File: src/rtl/core/sfprng_pkg.sv
// Constants, types and helper functions of the small fast generator.
package sfprng_pkg;

	localparam int WARMUP_ROUNDS = 20;
	localparam int DIV_STEPS     = 32;
	localparam int FLT_DRAWS     = 5;
	localparam int ROT_A         = 27;
	localparam int ROT_B         = 17;
	localparam int CNT_MAX       = (WARMUP_ROUNDS > DIV_STEPS) ? WARMUP_ROUNDS : DIV_STEPS;
	localparam int CNT_W         = $clog2(CNT_MAX + 1);

	localparam logic [31:0] SEED_CONST = 32'hf1ea5eed;

	localparam logic [2:0] MODE_DRAW32 = 3'd0;
	localparam logic [2:0] MODE_DRAW64 = 3'd1;
	localparam logic [2:0] MODE_RANGE  = 3'd2;
	localparam logic [2:0] MODE_FLOAT  = 3'd3;
	localparam logic [2:0] MODE_SEED   = 3'd4;

	typedef struct packed {
		logic [31:0] a;
		logic [31:0] b;
		logic [31:0] c;
		logic [31:0] d;
	} gen_t;

	function automatic logic [31:0] rotl32(input logic [31:0] x, input int k);
		return (x << k) | (x >> (32 - k));
	endfunction

	// one generator round; the new d is the draw
	function automatic gen_t gen_round(input gen_t s);
		gen_t        n;
		logic [31:0] e;
		e   = s.a - rotl32(s.b, ROT_A);
		n.a = s.b ^ rotl32(s.c, ROT_B);
		n.b = s.c + s.d;
		n.c = s.d + e;
		n.d = e + n.a;
		return n;
	endfunction

	// leading zeros of a nonzero word
	function automatic logic [4:0] clz32(input logic [31:0] x);
		logic [31:0] v;
		logic [4:0]  n;
		v = x;
		n = '0;
		if (v[31:16] == 16'h0) begin
			n[4] = 1'b1;
			v = {v[15:0], 16'h0};
		end
		if (v[31:24] == 8'h0) begin
			n[3] = 1'b1;
			v = {v[23:0], 8'h0};
		end
		if (v[31:28] == 4'h0) begin
			n[2] = 1'b1;
			v = {v[27:0], 4'h0};
		end
		if (v[31:30] == 2'h0) begin
			n[1] = 1'b1;
			v = {v[29:0], 2'h0};
		end
		if (v[31] == 1'b0) begin
			n[0] = 1'b1;
		end
		return n;
	endfunction

	// exponent base for each float draw
	function automatic logic [7:0] flt_base(input logic [2:0] idx);
		logic [7:0] r;
		unique case (idx)
			3'd0:    r = 8'd126;
			3'd1:    r = 8'd117;
			3'd2:    r = 8'd85;
			3'd3:    r = 8'd53;
			default: r = 8'd21;
		endcase
		return r;
	endfunction

endpackage

File: src/rtl/core/small_fast_prng_with_range_and_float.sv
// Small fast generator with draw32, draw64, ranged draw, unit float and reseed.
// One generator round runs per cycle under a small sequencer; cmd_ready is high only
// when the sequencer is idle. Steps from accept to result in the output register:
// draw32 one round, draw64 a round for each half, ranged draw one round and, unless
// the span wraps to zero, 32 restoring remainder steps on a shared 33-bit subtractor
// and one add, unit float one round per draw. Reseed runs the warm-up rounds and
// gives no word. After reset the block runs the same warm-up with seed zero, with
// cmd_ready low. A finished word waits in the output register while the next
// command is taken.
module small_fast_prng_with_range_and_float (
	input  logic        clk,
	input  logic        arst_n,
	input  logic        cmd_valid,
	output logic        cmd_ready,
	input  logic [2:0]  mode,
	input  logic [31:0] range_low,
	input  logic [31:0] range_high,
	input  logic [31:0] seed_value,
	output logic        res_valid,
	input  logic        res_ready,
	output logic [63:0] value
);
	import sfprng_pkg::*;

	localparam logic [2:0] ST_IDLE = 3'd0;
	localparam logic [2:0] ST_RUN  = 3'd1;
	localparam logic [2:0] ST_DIV  = 3'd2;
	localparam logic [2:0] ST_FIX  = 3'd3;
	localparam logic [2:0] ST_DONE = 3'd4;
	localparam logic [2:0] ST_WARM = 3'd5;

	logic [2:0]       state_q;
	logic [CNT_W-1:0] cnt_q;
	logic [2:0]       mode_q;
	gen_t             gen_q;
	gen_t             gen_nxt;
	logic [31:0]      lo_q;
	logic [31:0]      span_q;
	logic [31:0]      rem_q;
	logic [31:0]      quo_q;
	logic [31:0]      first_q;
	logic [22:0]      mant_q;
	logic [63:0]      res_q;
	logic [63:0]      value_q;
	logic             res_valid_q;

	logic [31:0] draw;
	logic [32:0] trial;
	logic [32:0] diff;
	logic [31:0] flt_t;
	logic [2:0]  flt_idx;
	logic [22:0] flt_mant;
	logic [7:0]  flt_expo;
	logic        flt_hit;

	assign gen_nxt   = gen_round(gen_q);
	assign draw      = gen_nxt.d;
	assign cmd_ready = (state_q == ST_IDLE);
	assign res_valid = res_valid_q;
	assign value     = value_q;

	assign trial = {rem_q, quo_q[31]};
	assign diff  = trial - {1'b0, span_q};

	assign flt_idx  = cnt_q[2:0];
	assign flt_mant = (cnt_q == '0) ? draw[22:0] : mant_q;
	always_comb begin
		unique case (flt_idx)
			3'd0:    flt_t = draw & 32'hFF800000;
			3'd4:    flt_t = draw & 32'hFFFFF800;
			default: flt_t = draw;
		endcase
	end
	assign flt_hit  = (flt_t != 32'h0);
	assign flt_expo = flt_hit ? (flt_base(flt_idx) - {3'b000, clz32(flt_t)}) : 8'd1;

	always_ff @(posedge clk or negedge arst_n) begin
		if (!arst_n) begin
			state_q     <= ST_WARM;
			cnt_q       <= '0;
			mode_q      <= MODE_DRAW32;
			gen_q       <= '{a: SEED_CONST, b: 32'h0, c: 32'h0, d: 32'h0};
			lo_q        <= '0;
			span_q      <= '0;
			rem_q       <= '0;
			quo_q       <= '0;
			first_q     <= '0;
			mant_q      <= '0;
			res_q       <= '0;
			value_q     <= '0;
			res_valid_q <= 1'b0;
		end else begin
			// the done state reloads the output word itself
			if (res_valid_q && res_ready && state_q != ST_DONE) begin
				res_valid_q <= 1'b0;
			end
			unique case (state_q)
				ST_IDLE: begin
					if (cmd_valid) begin
						mode_q <= mode;
						lo_q   <= range_low;
						span_q <= range_high + 32'd1 - range_low;
						cnt_q  <= '0;
						unique case (mode)
							MODE_DRAW32, MODE_DRAW64, MODE_RANGE, MODE_FLOAT: begin
								state_q <= ST_RUN;
							end
							MODE_SEED: begin
								gen_q   <= '{a: SEED_CONST, b: seed_value,
									c: seed_value, d: seed_value};
								state_q <= ST_WARM;
							end
							default: begin
								state_q <= ST_IDLE;
							end
						endcase
					end
				end
				ST_RUN: begin
					gen_q <= gen_nxt;
					unique case (mode_q)
						MODE_DRAW32: begin
							res_q   <= {32'h0, draw};
							state_q <= ST_DONE;
						end
						MODE_DRAW64: begin
							if (cnt_q == '0) begin
								first_q <= draw;
								cnt_q   <= cnt_q + 1'b1;
							end else begin
								res_q   <= {draw, first_q};
								state_q <= ST_DONE;
							end
						end
						MODE_RANGE: begin
							if (span_q == 32'h0) begin
								res_q   <= {32'h0, draw};
								state_q <= ST_DONE;
							end else begin
								quo_q   <= draw;
								rem_q   <= '0;
								cnt_q   <= '0;
								state_q <= ST_DIV;
							end
						end
						default: begin
							// unit float
							mant_q <= flt_mant;
							if (flt_hit || flt_idx == 3'(FLT_DRAWS - 1)) begin
								res_q   <= {32'h0, 1'b0, flt_expo, flt_mant};
								state_q <= ST_DONE;
							end else begin
								cnt_q <= cnt_q + 1'b1;
							end
						end
					endcase
				end
				ST_DIV: begin
					rem_q <= diff[32] ? trial[31:0] : diff[31:0];
					quo_q <= {quo_q[30:0], 1'b0};
					cnt_q <= cnt_q + 1'b1;
					if (cnt_q == CNT_W'(DIV_STEPS - 1)) begin
						state_q <= ST_FIX;
					end
				end
				ST_FIX: begin
					res_q   <= {32'h0, rem_q + lo_q};
					state_q <= ST_DONE;
				end
				ST_DONE: begin
					if (!res_valid_q || res_ready) begin
						value_q     <= res_q;
						res_valid_q <= 1'b1;
						state_q     <= ST_IDLE;
					end
				end
				ST_WARM: begin
					if (cnt_q == CNT_W'(WARMUP_ROUNDS)) begin
						state_q <= ST_IDLE;
					end else begin
						gen_q <= gen_nxt;
						cnt_q <= cnt_q + 1'b1;
					end
				end
				default: begin
					state_q <= ST_IDLE;
				end
			endcase
		end
	end

	a_div_nonzero: assert property (@(posedge clk) disable iff (!arst_n)
		(state_q == ST_DIV) |-> (span_q != 32'h0))
		else $error("remainder step with zero span");

	a_rem_below_span: assert property (@(posedge clk) disable iff (!arst_n)
		(state_q == ST_DIV) |-> (rem_q < span_q))
		else $error("partial remainder not below span");

	a_seed_load: assert property (@(posedge clk) disable iff (!arst_n)
		(cmd_valid && cmd_ready && mode == MODE_SEED) |=>
		(state_q == ST_WARM && gen_q.a == SEED_CONST && cnt_q == '0))
		else $error("reseed did not load generator");

	a_float_draws: assert property (@(posedge clk) disable iff (!arst_n)
		(state_q == ST_RUN && mode_q == MODE_FLOAT) |-> (cnt_q < CNT_W'(FLT_DRAWS)))
		else $error("too many float draws");

	a_done_holds: assert property (@(posedge clk) disable iff (!arst_n)
		(state_q == ST_DONE && res_valid_q && !res_ready) |=> (state_q == ST_DONE))
		else $error("result dropped while output word pending");

endmodule
File: config.mk
export PLATFORM = sky130hd
export DESIGN_NAME = small_fast_prng_with_range_and_float
export DESIGN_NICKNAME = d
export VERILOG_FILES = /design/src/rtl/core/sfprng_pkg.sv /design/src/rtl/core/small_fast_prng_with_range_and_float.sv
export SDC_FILE = /design/constraint.sdc
export NUM_CORES = 1
export LEC_CHECK = 0
export BUFFER_PORTS_ARGS = -buffer_cell sky130_fd_sc_hd__buf_4
export CORE_MARGIN = 1
export CORE_UTILIZATION = 42
export DETAILED_ROUTE_END_ITERATION = 8
export PLACE_DENSITY = 0.61
export SLEW_MARGIN = 25
export SYNTH_ARGS = -nofsm -noshare
export SYNTH_HDL_FRONTEND = slang
export SYNTH_SLANG_ARGS = --single-unit
export TNS_END_PERCENT = 5
File: constraint.sdc
create_clock -name clk -period 25.5 [get_ports clk]
set_clock_uncertainty 0.15 [all_clocks]
set_input_delay 1.275 -clock clk [delete_from_list [all_inputs] [get_ports clk]]
set_output_delay 1.275 -clock clk [all_outputs]
set_load 0.01 [all_outputs]
==> metrics.md <==
| Metric | Value |
|---|---|
| Total GRT Usage | 0.258 |
| Hold buffer count at cts | 0 |
| Worst-Margin Slew | 1.05 ns |
| Routed WL | 95300 microns |
| Drt wl/cell | 20.8 microns |
| Worst path slowest cell | o311ai_2 |
| Die area | 73700 sq um |
| Hpwl dp | 71800 microns |
| Hold Path Depth | 2 |
| Slew margin rel. | 0.293 |
| Final period util | 0.389 |
| Nets@finish | 3947 |
| Crit path largest cell delay | 0.66 ns |
| Critical path startpoint category | register |
| Fin area | 34700 sq um |
| Post-Syn Area | 30500 sq um |
| DRT iter0 DRCs | 2225 |
| First-pass DRT Iterations | 7 |
| GRT overflow | 0 |
| Cell repeated most along the worst path | a21oi_1 |
| Diodes inserted | 0 |
| Setup TNS | 0 ns |
| Max-cap viol count | 0 |
| Critical path fanouts, max | 13 |
| Worst Setup End Kind | register |
| Die X-Extent | 272 microns |
| Final ANT Viol Nets | 0 |
| Final Critical Period | 9.91 ns |
| PortBufs | 168 |
| CTS Root Cell | clkbuf_16 |
| Most frequent cells in the layout | nand2_1 (470), dfrtp_1 (429), o21ai_0 (394) |
| Max Buffers Root-to-Sink | 3 |
| Floorplan core area | 71700 sq um |
| First-pass GRT wire length | 149000 microns |
| Drt via density | 5.66 |
| EDFF count, synth | 0 |
| Share of cells above drive strength 1 | 0.127 |
| Num CTS Buffers | 55 |
| Setup-failing EPs final | 0 |
| Final hold vios | 0 |
| H-tree depth | 2 |
| Post-Synthesis Cells | 3462 |
| Vias | 25900 |
| Rows | 98 |
| Area Overhead vs Synth | 13.7% |
| Max-slew violation count | 0 |
| Reg clk slew, reported paths | 0.06 ns |
| FFs w/ async S/R, synth | 1.00 |
| Number of global-route vias before repair | 25100 |
| Post-synthesis sequential area ratio | 0.372 |
| Dominant synthesized flop cell | dfrtp_1 |
| Most common cell after layout, fill and taps aside | nand2_1 |
| TritonCTS clock tree | yes |
| Worst path arrival time | 10.29 ns |
| Post-Syn Area per Cell | 8.81 sq um |
| Post-CTS Setup Inserts | 0 |
| Worst-Skew Late Latency | 0.65 ns |
| PostCTS Resize Cnt | 0 |
| # IOs | 169 |
| DRC | 0 |
| Clock sinks | 452 |
| Initial antenna violation count | 0 |
| Initial Util | 0.425 |
| Maximum number of pins on one net before global-route repair | 165 |
| Syn Nets | 3830 |
| Unique cell type count in the Yosys netlist | 101 |
| Fmax | 0.101 GHz |
| Data required time of the worst path | 25.88 ns |
| Post-DP Area | 32800 sq um |
| R2r worst-path depth | 39 |
| Fillers | 6945 |
| Placer Congestion | 0.940 |
| RSZ-0062 raised after global routing | false |
| Yosys reg bits | 452 |
| Die height | 272 microns |
| WS Path Type | reg2reg |
| Synth warn | 0 |
| Worst Hold Class | reg2reg |
| Run status | finished, final reports clean |
synthesized netlist by cell type (all sizes together) (47+ instances only):
library cell | number | area, sq um
nor2 | 186 | 706
o31ai | 47 | 353
clkbuf | 117 | 439
ha | 257 | 3220
o21ai | 423 | 2140
dfrtp | 429 | 10700
nor3 | 53 | 265
mux2 | 66 | 743
xnor2 | 127 | 1110
a21o | 68 | 510
a21oi | 231 | 1170
nand2 | 472 | 1780
xor2 | 88 | 778
nand3 | 60 | 305
inv | 171 | 642
kinds of logic after synthesis:
kind of cell,count (synthesis),share of synthesized area
flops,452,0.372
fa+ha+maj,265,0.111
buf+inv,321,0.0406
xor+xnor,215,0.0620
simple gates,983,0.146
compound gates,1124,0.233
mux,102,0.0362
registers in the layout, summed over array words and instances, names as in the netlist:
signal     flops
mant_q        23
first_q       32
gen_q        128
mode_q         3
cnt_q          6
res_valid      1
rem_q         32
res_q         64
span_q        32
value         64
lo_q          32
state_q        3
quo_q         32
worst paths after layout:
kind | to | slack, ns | start
max | res_q[29]$_DFFE_PN0P_ | 15.59 | gen_q[69]$_DFFE_PN0P_
min | gen_q[106]$_DFFE_PN1P_ | 0.31 | gen_q[106]$_DFFE_PN1P_
max reg2reg | res_q[29]$_DFFE_PN0P_ | 15.59 | gen_q[69]$_DFFE_PN0P_
min reg2reg | gen_q[106]$_DFFE_PN1P_ | 0.31 | gen_q[106]$_DFFE_PN1P_
max in group asynchronous | span_q[30]$_DFFE_PN0P_ | 22.46 | arst_n
min in group asynchronous | value[52]$_DFFE_PN0P_ | 0.54 | arst_n
layer usage:
layer	GRT usage	vias to the layer above	share of wire
li1	-	12600	-
met1	0.360	12500	0.46
met2	0.418	646	0.46
met3	0.0344	129	0.048
met4	0.0726	0	0.028
met5	0	-	0
critical path: cells and delay by family, from the launching register on:
kind                       cells  cell delay [ns]
AOI/OAI and AO/OA             21             5.02
xor gates and xnor gates       2             0.32
adders and majority gates      5             1.63
buffers and inverters          2             0.10
DFF                            1             0.40
and+or+nand+nor                9             2.15
stage by stage:
step	cells	setup slack [ns]	utilization	hold slack, ns
3_5_place_dp	4471	15.87	0.457	0.298
2_1_floorplan	3462	17.33	-	0.285
4_1_cts	4574	15.78	0.483	0.306
6_report	4575	15.59	0.484	0.305
3_3_place_gp	4471	16.06	0.457	0.295
5_1_grt	4575	14.89	0.484	0.323
layout make-up:
class | instances | area [sq um] | area share
inverter | 171 | 642 | 0.0185
clock buffer | 84 | 1630 | 0.0469
timing repair buffer | 210 | 1610 | 0.0464
multi-input combinational | 2689 | 18000 | 0.520
tap | 950 | 1190 | 0.0343
clock inverter | 19 | 244 | 0.00703
sequential | 452 | 11300 | 0.327
Power is not shown: default switching activity piles up to over one toggle a cycle in this logic, so the estimate is an artifact.
